[config.mk]
export PLATFORM = sky130hd
export DESIGN_NAME = subtractive_lagged_random_core
export DESIGN_NICKNAME = d
export VERILOG_FILES = /design/src/rtl/core/slr_pkg.sv /design/src/rtl/core/subtractive_lagged_random_core.sv /design/src/rtl/core/slr_cell.sv /design/src/rtl/core/slr_sub.sv
export SDC_FILE = /design/constraint.sdc
export NUM_CORES = 2
export LEC_CHECK = 0
export BUFFER_PORTS_ARGS = -buffer_cell sky130_fd_sc_hd__buf_2
export CORE_UTILIZATION = 59
export CTS_BUF_LIST = sky130_fd_sc_hd__clkbuf_8
export DETAILED_ROUTE_END_ITERATION = 6
export PLACE_DENSITY = 0.72
export SLEW_MARGIN = 10
export SYNTH_ARGS = -nofsm -noshare
export SYNTH_HDL_FRONTEND = slang
export SYNTH_SLANG_ARGS = --single-unit
[constraint.sdc]
create_clock -name clk -period 221.1 [get_ports clk]
set_clock_uncertainty 0.15 [all_clocks]
set_input_delay 11.055 -clock clk [delete_from_list [all_inputs] [get_ports clk]]
set_output_delay 11.055 -clock clk [all_outputs]
set_load 0.01 [all_outputs]
[src/rtl/core/slr_pkg.sv]
// shared types and constants of the subtractive lagged random core
package slr_pkg;

    localparam int WORD_W     = 30;
    localparam int SEED_W     = 28;
    localparam int IN_DATA_W  = 32;
    localparam int OUT_DATA_W = 32;

    localparam int RING_LEN   = 55;
    localparam int JUMP       = 21;
    localparam int TRAIL_POS  = 31;
    localparam int WARM_STEPS = 4 * RING_LEN;
    localparam int CNT_W      = $clog2(WARM_STEPS);

    typedef logic [WORD_W-1:0] word_t;
    typedef logic [CNT_W-1:0]  cnt_t;

    localparam word_t MODULUS  = WORD_W'(1000000000);
    localparam word_t MAGIC    = WORD_W'(161803398);
    localparam word_t FIRST_PREV = WORD_W'(1);

    localparam cnt_t SCATTER_LAST = CNT_W'(RING_LEN - 1);
    localparam cnt_t WARM_LAST    = CNT_W'(WARM_STEPS - 1);

    localparam logic KIND_NEXT   = 1'b0;
    localparam logic KIND_RESEED = 1'b1;

    typedef enum logic [2:0] {
        ST_IDLE,
        ST_SCATTER,
        ST_ALIGN,
        ST_WARM,
        ST_GEN
    } state_t;

    // step: every cell takes its right neighbor; jump: every cell takes the cell JUMP ahead
    typedef struct packed {
        logic step;
        logic jump;
    } shift_ctrl_t;

endpackage

[src/rtl/core/subtractive_lagged_random_core.sv]
// top level: lag ring of 55 cells, shared modular subtractor and sequencer
//
//  channel | dir | fields (low bit up)           | accepted when
//  s_*     | in  | tdata: seed[27:0]; tuser: kind | s_tvalid && s_tready
//  m_*     | out | tdata: value[29:0]             | m_tvalid && m_tready
//
// a plain request is one ring rotation with one subtraction
// a reseed (or the first request after reset) runs the accept cycle that
// forms the seed word, then 55 scatter steps, one alignment step, 220 warm-up steps
// and the request itself, one ring step each
// the result sits in an output register; a new item is taken while it waits
// unless the block is rebuilding the ring or the held result is not being taken
// reset clears the sequencer, the seeded flag and the output valid flag; the ring holds no reset value
module subtractive_lagged_random_core (
    input  logic                           clk,
    input  logic                           rst_n,
    input  logic                           s_tvalid,
    output logic                           s_tready,
    input  logic [slr_pkg::IN_DATA_W-1:0]  s_tdata,  // seed[27:0], zero fill
    input  logic                           s_tuser,  // kind[0]
    output logic                           m_tvalid,
    input  logic                           m_tready,
    output logic [slr_pkg::OUT_DATA_W-1:0] m_tdata   // value[29:0], zero fill
);
    import slr_pkg::*;

    state_t state_reg;
    state_t state_next;
    cnt_t   cnt_reg;
    cnt_t   cnt_next;
    logic   seeded_reg;
    logic   seeded_next;
    logic   out_valid_reg;
    logic   out_valid_next;
    word_t  out_data_reg;
    word_t  out_data_next;
    word_t  cur_reg;
    word_t  cur_next;
    word_t  prev_reg;
    word_t  prev_next;

    word_t       ring [RING_LEN];
    word_t       step_src [RING_LEN];
    word_t       jump_src [RING_LEN];
    word_t       head;
    word_t       sub_a;
    word_t       sub_b;
    word_t       sub_y;
    shift_ctrl_t ctrl;
    logic        accept;
    logic        out_free;
    logic        reseed;
    logic        gen;
    word_t       seed_word;

    assign out_free  = !out_valid_reg || m_tready;
    assign s_tready  = (state_reg == ST_IDLE) && out_free;
    assign accept    = s_tvalid && s_tready;
    assign reseed    = (s_tuser == KIND_RESEED) || !seeded_reg;
    assign seed_word = WORD_W'(s_tdata[SEED_W-1:0]);

    slr_sub u_sub (
        .a (sub_a),
        .b (sub_b),
        .y (sub_y)
    );

    // cell 0 is the lead word, cell TRAIL_POS the trail word; head is what re-enters the ring
    for (genvar k = 0; k < RING_LEN; k++)
    begin : g_cell
        localparam int JK = (k + JUMP) % RING_LEN;

        if (k == RING_LEN - 1)
        begin : g_step_head
            assign step_src[k] = head;
        end
        else
        begin : g_step_next
            assign step_src[k] = ring[k+1];
        end

        if (JK == 0)
        begin : g_jump_head
            assign jump_src[k] = head;
        end
        else
        begin : g_jump_next
            assign jump_src[k] = ring[JK];
        end

        slr_cell u_cell (
            .clk     (clk),
            .ctrl    (ctrl),
            .step_in (step_src[k]),
            .jump_in (jump_src[k]),
            .word    (ring[k])
        );
    end

    always_comb
    begin
        state_next = state_reg;
        case (state_reg)
            ST_IDLE:
            begin
                if (accept && reseed)
                begin
                    state_next = ST_SCATTER;
                end
            end
            ST_SCATTER:
            begin
                if (cnt_reg == SCATTER_LAST)
                begin
                    state_next = ST_ALIGN;
                end
            end
            ST_ALIGN:
            begin
                state_next = ST_WARM;
            end
            ST_WARM:
            begin
                if (cnt_reg == WARM_LAST)
                begin
                    state_next = ST_GEN;
                end
            end
            ST_GEN:
            begin
                if (out_free)
                begin
                    state_next = ST_IDLE;
                end
            end
            default:
            begin
                state_next = ST_IDLE;
            end
        endcase
    end

    always_comb
    begin
        ctrl           = '0;
        head           = ring[0];
        sub_a          = ring[0];
        sub_b          = ring[TRAIL_POS];
        cnt_next       = cnt_reg;
        cur_next       = cur_reg;
        prev_next      = prev_reg;
        seeded_next    = seeded_reg;
        out_valid_next = out_valid_reg && !m_tready;
        out_data_next  = out_data_reg;
        gen            = 1'b0;

        case (state_reg)
            ST_IDLE:
            begin
                if (accept)
                begin
                    if (reseed)
                    begin
                        sub_a     = MAGIC;
                        sub_b     = seed_word;
                        cur_next  = sub_y;
                        prev_next = FIRST_PREV;
                        cnt_next  = '0;
                    end
                    else
                    begin
                        gen = 1'b1;
                    end
                end
            end
            ST_SCATTER:
            begin
                ctrl.jump = 1'b1;
                sub_a     = cur_reg;
                sub_b     = prev_reg;
                // first scatter step drops the seed word into slot 55
                if (cnt_reg == '0)
                begin
                    head = cur_reg;
                end
                else
                begin
                    head      = prev_reg;
                    prev_next = sub_y;
                    cur_next  = prev_reg;
                end
                cnt_next = (cnt_reg == SCATTER_LAST) ? '0 : cnt_reg + 1'b1;
            end
            ST_ALIGN:
            begin
                // plain rotation so that cell 0 holds slot 1
                ctrl.step = 1'b1;
                head      = ring[0];
                cnt_next  = '0;
            end
            ST_WARM:
            begin
                ctrl.step = 1'b1;
                head      = sub_y;
                cnt_next  = cnt_reg + 1'b1;
            end
            ST_GEN:
            begin
                if (out_free)
                begin
                    gen         = 1'b1;
                    seeded_next = 1'b1;
                end
            end
            default:
            begin
                cnt_next = '0;
            end
        endcase

        if (gen)
        begin
            ctrl.step      = 1'b1;
            head           = sub_y;
            out_valid_next = 1'b1;
            out_data_next  = sub_y;
        end
    end

    always_ff @(posedge clk or negedge rst_n)
    begin
        if (!rst_n)
        begin
            state_reg     <= ST_IDLE;
            cnt_reg       <= '0;
            seeded_reg    <= 1'b0;
            out_valid_reg <= 1'b0;
        end
        else
        begin
            state_reg     <= state_next;
            cnt_reg       <= cnt_next;
            seeded_reg    <= seeded_next;
            out_valid_reg <= out_valid_next;
        end
    end

    always_ff @(posedge clk)
    begin
        cur_reg      <= cur_next;
        prev_reg     <= prev_next;
        out_data_reg <= out_data_next;
    end

    assign m_tvalid = out_valid_reg;
    assign m_tdata  = OUT_DATA_W'(out_data_reg);

endmodule

[src/rtl/core/slr_cell.sv]
// one word of the rotating lag ring
module slr_cell (
    input  logic                clk,
    input  slr_pkg::shift_ctrl_t ctrl,
    input  slr_pkg::word_t      step_in,
    input  slr_pkg::word_t      jump_in,
    output slr_pkg::word_t      word
);
    import slr_pkg::*;

    word_t word_reg;
    word_t word_next;

    always_comb
    begin
        word_next = word_reg;
        if (ctrl.jump)
        begin
            word_next = jump_in;
        end
        else if (ctrl.step)
        begin
            word_next = step_in;
        end
    end

    always_ff @(posedge clk)
    begin
        word_reg <= word_next;
    end

    assign word = word_reg;

endmodule

[src/rtl/core/slr_sub.sv]
// subtraction modulo 10^9 for operands already below the modulus
module slr_sub (
    input  slr_pkg::word_t a,
    input  slr_pkg::word_t b,
    output slr_pkg::word_t y
);
    import slr_pkg::*;

    logic [WORD_W:0] diff;

    always_comb
    begin
        diff = {1'b0, a} - {1'b0, b};
        if (diff[WORD_W])
        begin
            y = diff[WORD_W-1:0] + MODULUS;
        end
        else
        begin
            y = diff[WORD_W-1:0];
        end
    end

endmodule

==> implementation parameters <==
Parameter                              Value

Setup path
  Cell type group with the largest total delay on the critical path    simple AND/OR/NAND/NOR gates
  Worst-path cell with the longest stage delay    nor4_1
  Sequence of cells on the critical path    buf_2, nor2b_1, nor4_1, buf_2
  Total buffers and inverters traversed by the critical path    2
  Largest incremental delay on the critical path    0.36 ns
  Maximum fanout count along the critical path    4
  Worst Path Required    209.90 ns
  Class of the most critical setup path    in -> out
  Startpoint Class    input port
  Arrival time at the worst endpoint    11.80 ns
  Most repeated library cell on the critical path    buf_2
  Critical path endpoint category    output pin

Timing
  Fmax    0.0435 GHz
  Unrepaired setup endpoints after global routing    no
  Share of the clock period used by the worst path after layout    10.4%
  Transition time at the pin with the least slew margin    1.22 ns
  Final total negative setup slack    0 ns
  Minimum clock period    23.01 ns
  Hold Violations, Final    0
  Worst max-slew margin expressed relative to the limit    18.8%
  Final-report max-slew violation count    0
  Final number of setup-violating endpoints    0

Yosys
  Post-synthesis average cell area    9.91 um2
  FF+latch count, synth    1753
  Register area share after synthesis    67.6%
  Top_reg_cell synth    edfxtp_1
  Number of enable-type register cells in the synthesized netlist    1740
  Number of warnings reported in the yosys synthesis log    0
  Share of the synthesized area in the top cell type    67.2%
  Number of instances in the synthesized netlist    7848
  Cell area after synthesis    77800 um2
  Cell types occupying the most area after synthesis    edfxtp_1, nand2_1, clkbuf_1
  Number of library cell types mapped by synthesis    90
  Area leader, netlist    edfxtp_1
  Asr flop ratio synth    0.742%

Clock tree
  TritonCTS buffer count    299
  # resized after CTS    0
  Post-CTS Hold Buffers    0
  Cell at the root of the clock tree    clkbuf_8
  Clock transition time at the flip-flop clock pins of the worst setup and hold paths    0.06 ns
  Clk buf depth    4
  Clk_lat worst skew    1.00 ns
  H-tree lvl count    5
  Clock sink count    1753
  Clock tree from TritonCTS    yes
  Buffers inserted during post-CTS setup optimization    0

GRT
  Largest net degree at the start of global routing    262
  Wire length of the first global-routing pass    258 mm
  Antenna violations before repair    16
  Residual overflow from global routing    0
  Total routing resource utilization after global routing    24.5%
  Vias in the first global route    48721

Floorplanning
  Overall die height    365 um
  Cell Rows    132
  Initial core utilization    59.8%
  Area of the die    133000 um2
  Ports    71
  Floorplan Core Area    130000 um2
  Die width    365 um

Route
  Number of remaining DRC errors    0
  Highest metal layer used by the detailed router    met5
  Final routed wirelength across all metal layers    165 mm
  Via count    53052
  Met1 layer wirelength in the final routing    76.3 mm
  Met3 wirelength from detailed routing    13.8 mm
  Antenna Nets Post-Route    0
  Detail Route met2 WL    71.4 mm
  Detailed Routing Iterations Pass 1    6
  Average via count per standard cell    5.42
  Mean routed wirelength per cell    16.8 um
  DRC marker count from the first detailed-route iteration    6673

Hold path
  Class of the most critical hold timing path    reg -> reg

Finish
  Final net count    7917
  Layout overhead on the synthesized area    8.51%
  Max FFs per register    1650
  Share of layout cells above drive strength 1    6.31%
  Combined area of the multi-input logic cells    23500 um2
  Seq. cell area    52600 um2
  Count of filler cells inserted in the layout    10421

Placement
  Routability-driven placement congestion ratio    0.906
  HPWL after DPL    98.2 mm
  Port buffer count    64

Flow run
  Max-cap violations    0

Status
  Outcome    complete, no violations
## through the flow
step / setup slack [ns] / cell area (um2) / utilization, % / instances / hold WS, ns
3_5_place_dp: 198.11 / 79300 / 61.0 / 9286 / 0.306
2_1_floorplan: 99.27 / 77800 / - / 7849 / 0.279
6_report: 198.09 / 84400 / 64.9 / 9789 / 0.317
4_1_cts: 198.11 / 84400 / 64.9 / 9780 / 0.315
3_3_place_gp: 198.13 / 79300 / 61.0 / 9286 / 0.292
5_1_grt: 198.05 / 84400 / 64.9 / 9783 / 0.325
## cells in the final DEF, fill, tap and decap left out, types with 7 or more instances in the layout
cell type  Yosys  routed
o31ai_1        9       9
clkinv_1       1      72
o21a_1        17      17
nand4_1        8       8
mux2i_1       54      54
dfrtp_1       13      12
xnor2_1       23      23
buf_2          8      64
a21oi_1      102     102
a21o_1        17      17
o21ai_1        8       7
a22o_1        29      29
buf_12         0      12
a31oi_1       12      11
nand2_1     4892    4890
diode_2        0       9
a211oi_1       8       8
xor2_1         7       7
clkbuf_8       0     307
edfxtp_1    1740    1740
ha_1          34      34
buf_4          2      42
nand3_1       28      28
o211ai_1      17      17
inv_1         38     123
nor2b_1       10       9
and2_1        10      10
clkinv_2       0      19
and3_1         8       7
nor2_1       108     106
o21ai_0       76      75
nor3_1        29      29
## final timing paths
path | from | endpoint | slack, ns | cells after the start
max | m_tready | s_tready | 198.09 | 4
min | seeded_reg | seeded_reg | 0.32 | 1
max reg2reg | state_reg[2] | g_cell[54].u_cell.word[13] | 212.95 | 20
min reg2reg | seeded_reg | seeded_reg | 0.32 | 1
max in group asynchronous | rst_n | state_reg[1] | 210.68 | 1
min in group asynchronous | rst_n | cnt_reg[3] | 9.82 | 1
## logic make-up (layout without fill, tap and decap cells)
group | count (synthesis) | in the layout | share of synthesized area, %
and+or+nand+nor | 5132 | 5132 | 25.2
DFF | 1753 | 1753 | 67.6
buffers and inverters | 464 | 653 | 2.27
AOI/OAI and AO/OA | 375 | 375 | 3.31
muxes | 57 | 57 | 0.741
adders and majority gates | 35 | 35 | 0.572
xor gates and xnor gates | 31 | 31 | 0.359
other | 1 | 11 | 0.00482
## final cells by class
class	instances	area share, %
tap	1742	2.58
clock buffer	307	5.00
sequential	1753	62.3
timing repair buffer	118	1.04
inverter	41	0.184
clock inverter	187	1.02
antenna	9	0.0267
multi-input combinational	5632	27.9
## cell usage after synthesis (4+ instances only)
cell and instances:
nand2b_1 7, o22ai_1 6, and2_1 10, or2_2 4, nand3_1 28, a21oi_1 102, o31ai_1 9, buf_2 8
o21a_1 17, nor2b_1 10, nor2_1 108, edfxtp_1 1740, and4_1 5, a21o_1 17, o21bai_1 6, a22o_1 29
nor3_1 29, mux2i_1 54, o211ai_1 17, ha_1 34, o21ai_1 8, nand2_1 4892, a211oi_1 8, buf_1 13
nand4_1 8, a21oi_2 6, or3_1 6, dfrtp_1 13, inv_1 38, o211a_1 6, a31oi_1 12, o21ai_0 76
clkbuf_1 398, a221oi_1 5, xnor2_1 23, xor2_1 7, and3_1 8, a211oi_2 4
## worst register-to-register path, cell delays in order, from the launching register on
cell and delay, ns:
dfrtp_1 0.60, nor2b_4 0.06, buf_4 0.32, nand2_4 0.56
buf_4 0.70, buf_4 0.85, buf_4 0.81, nand2_1 0.12
o21ai_0 0.31, ha_1 0.37, inv_1 0.13, o21bai_1 0.10
a2111oi_0 0.40, nand3_1 0.19, a41oi_1 0.65, buf_4 0.30
nand3_1 0.11, xor2_1 0.77, nand2_1 0.14, o211ai_1 0.11
o21ai_0 0.12
## layer usage
layer	global-route usage [%]	up-vias
li1	-	25881
met1	38.0	25148
met2	35.1	1731
met3	4.94	286
met4	7.19	6
met5	0	-
Power is not shown: default switching activity piles up to over one toggle a cycle in this logic, so the estimate is an artifact.
